===== src/rtl/ffha_pkg.sv =====
// Package for the first-fit heap allocator: heap geometry, field widths,
// operation codes and the header word layout. No dependencies.
`default_nettype none

package ffha_pkg;

  localparam int UNIT_BYTES   = 12;
  localparam int NUM_REGIONS  = 8;
  localparam int REGION_UNITS = 1024;
  localparam int HEAP_UNITS   = NUM_REGIONS * REGION_UNITS;
  localparam int WALK_LIMIT   = HEAP_UNITS + 2;

  localparam int MEM_AW  = $clog2(HEAP_UNITS);
  localparam int LINK_W  = MEM_AW + 1;
  localparam int SIZE_W  = $clog2(REGION_UNITS);
  localparam int CNT_W   = $clog2(HEAP_UNITS + 1);
  localparam int STEP_W  = $clog2(WALK_LIMIT + 1);
  localparam int REG_W   = $clog2(NUM_REGIONS + 1);
  localparam int BYTES_W = 16;
  localparam int ADDR_W  = 13;
  localparam int FREE_W  = 14;
  localparam int NU_W    = BYTES_W;

  localparam logic FUNC_ALLOC   = 1'b0;
  localparam logic FUNC_RELEASE = 1'b1;

  localparam logic [CNT_W-1:0] FREE_INIT = CNT_W'(NUM_REGIONS * (REGION_UNITS - 1));

  typedef struct packed {
    logic [LINK_W-1:0] link;
    logic [SIZE_W-1:0] size;
  } hdr_t;

endpackage

`default_nettype wire


===== src/rtl/ffha_unit_conv.sv =====
// Byte count to heap units (header included): two-stage reciprocal multiply
// with one correction step. Depends on ffha_pkg.
`default_nettype none

module ffha_unit_conv import ffha_pkg::*; (
  input  wire logic              clk,
  input  wire logic              rst,
  input  wire logic              in_valid,
  input  wire logic [BYTES_W-1:0] size_bytes,
  output logic                   out_valid,
  output logic [NU_W-1:0]        units
);

  localparam int X_W = BYTES_W + 1;
  localparam int SH  = 20;
  localparam logic [SH-1:0] RECIP = SH'((1 << SH) / UNIT_BYTES);

  logic [X_W-1:0]    x;
  logic [X_W-1:0]    x_q;
  logic [X_W+SH-1:0] prod_q;
  logic              v1;
  logic [X_W-1:0]    q0;
  logic [X_W-1:0]    back;
  logic [X_W-1:0]    rem;
  logic [X_W-1:0]    quo;

  assign x    = {1'b0, size_bytes} + X_W'(UNIT_BYTES - 1);
  assign q0   = X_W'(prod_q >> SH);
  assign back = X_W'(q0 * X_W'(UNIT_BYTES));
  assign rem  = x_q - back;
  assign quo  = (rem >= X_W'(UNIT_BYTES)) ? q0 + X_W'(1) : q0;

  always_ff @(posedge clk) begin
    if (rst) begin
      v1        <= 1'b0;
      out_valid <= 1'b0;
    end else begin
      v1        <= in_valid;
      out_valid <= v1;
    end
    x_q    <= x;
    prod_q <= (X_W+SH)'(x) * (X_W+SH)'(RECIP);
    units  <= NU_W'(quo) + NU_W'(1);
  end

endmodule

`default_nettype wire


===== config.mk =====
export PLATFORM = sky130hd
export DESIGN_NAME = ffha_unit_conv
export DESIGN_NICKNAME = d
export VERILOG_FILES = /design/src/rtl/ffha_pkg.sv /design/src/rtl/ffha_unit_conv.sv
export SDC_FILE = /design/constraint.sdc
export NUM_CORES = 1
export LEC_CHECK = 0
export ABC_CLOCK_PERIOD_IN_PS = 11300
export BUFFER_PORTS_ARGS = -buffer_cell sky130_fd_sc_hd__buf_2
export CAP_MARGIN = 30
export CORE_ASPECT_RATIO = 0.8
export CORE_MARGIN = 2
export CORE_UTILIZATION = 30
export DETAILED_ROUTE_END_ITERATION = 10
export PLACE_DENSITY = 0.56
export SLEW_MARGIN = 25
export SYNTH_ARGS = -nofsm -noshare
export SYNTH_HDL_FRONTEND = slang
export SYNTH_SLANG_ARGS = --single-unit

===== constraint.sdc =====
create_clock -name clk -period 11.3 [get_ports clk]
set_input_delay 3.39 -clock clk [delete_from_list [all_inputs] [get_ports clk]]
set_output_delay 3.39 -clock clk [all_outputs]
set_load 0.05 [all_outputs]

==> results.py <==
metrics = {
    "layout": {
        "finalNetCount": 1234,
        "drive_gt1_frac": 0.0626,
        "design_area_um2": 9000,
        "fillers": 2864,
        "area_growth_pct": 9.66,
        "multiInputGateArea_um2": 6420,
        "seq_area_um2": 941,
        "n_antenna_cell": 0,
    },
    "worst_setup_path": {
        "critPathMaxStageDelay_ns": 0.55,
        "required_ns": 11.53,
        "cp_slowest_cell": "fa_1",
        "cp_max_fo": 7,
        "arrival_ns": 10.86,
        "worstSetupPathType": "in -> reg",
        "cp-start-kind": "primary input",
        "end_kind": "flop",
        "ff2ff_path_depth": 23,
        "cp_common_cell": "inv_1",
    },
    "drt": {
        "drc": 0,
        "wire_per_inst_um": 14.7,
        "ant_nets": 0,
        "via_per_inst": 4.71,
        "drt_iter0_drc": 317,
        "dr.pass1.iters": 5,
        "drt-total-wl_um": 19700,
        "vias": 6306,
    },
    "synth": {
        "synth.distinct_cells": 65,
        "synthAdderAreaFrac": 0.445,
        "synth.area.mux_share": 0.00244,
        "ys_seq_area_frac": 0.115,
        "yosysWarningCount": 0,
        "synth_compound_area_frac": 0.120,
        "synth-xor-area-share": 0.0950,
        "syn_nets": 1198,
        "synth_seq_cells": 47,
        "synth-main-ff-cell": "dfxtp_1",
        "synth-edff-count": 0,
        "syn_area_um2": 8210,
        "async_flop_share": 0,
        "synth-simple-area-share": 0.120,
        "postSynthAreaPerCell_um2": 8.76,
        "synth_top_family_by_area": "adder cells",
        "synthCells": 937,
    },
    "timing": {
        "period_minus_slack_ns": 10.63,
        "slew_headroom": 0.376,
        "max_clock_freq_ghz": 0.0941,
        "finalClockSkew_ns": 0.00717,
        "hold_viol": 0,
        "final-setup-viol-count": 0,
        "tightest_slew_ns": 0.929,
        "drv_slew": 0,
        "rsz0062_at_grt": "false",
        "period_share": 0.941,
        "setup_tns_ns": 0,
    },
    "run_status": {
        "outcome": "finished clean",
    },
    "clock_network": {
        "cts_tree": "yes",
        "clockRootBuffer": "clkbuf_16",
        "path_clk_slew_ns": 0.07,
        "cts_buffer_depth": 2,
        "post-cts-setup-buffers": 0,
        "clock_latency_ns": 0.30,
        "cts_resized": 0,
        "h-tree-depth": 2,
        "cts_hold_buf": 0,
        "numClockSinks": 47,
        "cts_buffers": 5,
    },
    "placement": {
        "portBuffers": 35,
        "gp_congestion": 0.890,
        "dp.final_hpwl_um": 17300,
        "placed_area_um2": 8830,
    },
    "min_path": {
        "hold_depth": 1,
        "min_path_type": "reg -> reg",
    },
    "floorplanning": {
        "die_area_um2": 28700,
        "start_util": 0.303,
        "rows": 54,
        "die-width_um": 189,
        "pin_count": 36,
        "core_area_um2": 27100,
        "die_h_um": 152,
    },
    "grt": {
        "antenna_found_initial": 0,
        "grt_pass1_wl_um": 33100,
        "grt.total_usage": 0.143,
        "overflow": 0,
        "grt_pass1_vias": 6509,
        "grt_start_max_net_pins": 18,
    },
    "job": {
        "drv_cap": 0,
    },
}
## cell usage after synthesis, types with 5 or more instances
cell | n | share of area
o21a_1 | 8 | 0.0073
xnor2_1 | 57 | 0.061
fa_1 | 83 | 0.20
and4_1 | 6 | 0.0064
o21ai_1 | 6 | 0.0037
nor2_1 | 35 | 0.016
nand2b_1 | 7 | 0.0053
a211o_1 | 5 | 0.0053
nand2_1 | 43 | 0.020
xor2_1 | 32 | 0.034
dfxtp_1 | 47 | 0.11
nand3_1 | 20 | 0.012
and2_1 | 7 | 0.0053
clkbuf_1 | 7 | 0.0032
a21oi_1 | 42 | 0.026
nand4_1 | 7 | 0.0053
a21o_1 | 15 | 0.014
nor3_1 | 18 | 0.011
inv_1 | 208 | 0.095
o21ai_0 | 29 | 0.018
nor2b_1 | 8 | 0.0061
and3_1 | 9 | 0.0069
ha_1 | 159 | 0.24
## logic make-up (layout without fill, tap and decap cells)
family	count (synthesis)	count (layout)
compound gates	150	150
xor+xnor	89	89
fa+ha+maj	242	242
buf+inv	222	259
flops	47	47
mux	2	2
simple gates	185	185
## area by class of cell
cell class | count | share of cell area
sequential | 47 | 0.105
tap | 364 | 0.0506
multi-input combinational | 668 | 0.714
timing repair buffer | 41 | 0.0245
clock buffer | 5 | 0.0139
clock inverter | 3 | 0.00514
inverter | 210 | 0.0876
## worst max-delay path: cells and delay by family
family	cells	cell delay, ns
adders and majority gates	6	2.67
xor gates and xnor gates	4	1.13
and+or+nand+nor	2	0.26
buffers and inverters	7	0.79
AOI/OAI and AO/OA	10	2.62
## sequential cells by signal (all words and copies together), names as in the netlist
register   count
prod_q        14
out_valid      1
x_q           15
units         16
v1             1
## path summary, 6_finish.rpt
| kind | end | slack (ns) | startpoint |
|---|---|---|---|
| worst min-delay path | out_valid | 0.44 | v1 |
| worst min register to register | out_valid | 0.44 | v1 |
| worst max-delay path | prod_q[33] | 0.67 | size_bytes[0] |
| worst max register to register | units[6] | 4.49 | prod_q[20] |
## layout by cell type, fill, tap and decap left out, drive strengths merged, types with 9 or more instances in the layout
master and count:
nor2 36, fa 83, inv 210, a21oi 42, nor3 18, o21ai 35, xor2 32, xnor2 57
nand2 43, a21o 15, nand3 21, and3 9, dfxtp 47, buf 41, ha 159
## metrics by stage
stage          setup slack [ns]   util  hold slack [ns]  instances
2_1_floorplan              1.46      -            0.414        937
3_3_place_gp              0.629  0.326            0.419       1330
3_5_place_dp              0.411  0.326            0.430       1330
4_1_cts                   0.689  0.332            0.446       1338
5_1_grt                   0.179  0.332            0.469       1338
6_report                  0.670  0.332            0.440       1338
## routing by layer
layer  vias to the layer above  global-route usage  wire (um)
met5                         -                   0          0
met4                         0              0.0246        265
met3                        19              0.0199        820
met2                        97               0.214       8290
met1                      3014               0.218      10400
li1                       3176                   -          -
Power is left out: the tool's default activity adds up to more than one toggle a clock period on the data nets, which glitch-free logic cannot reach.
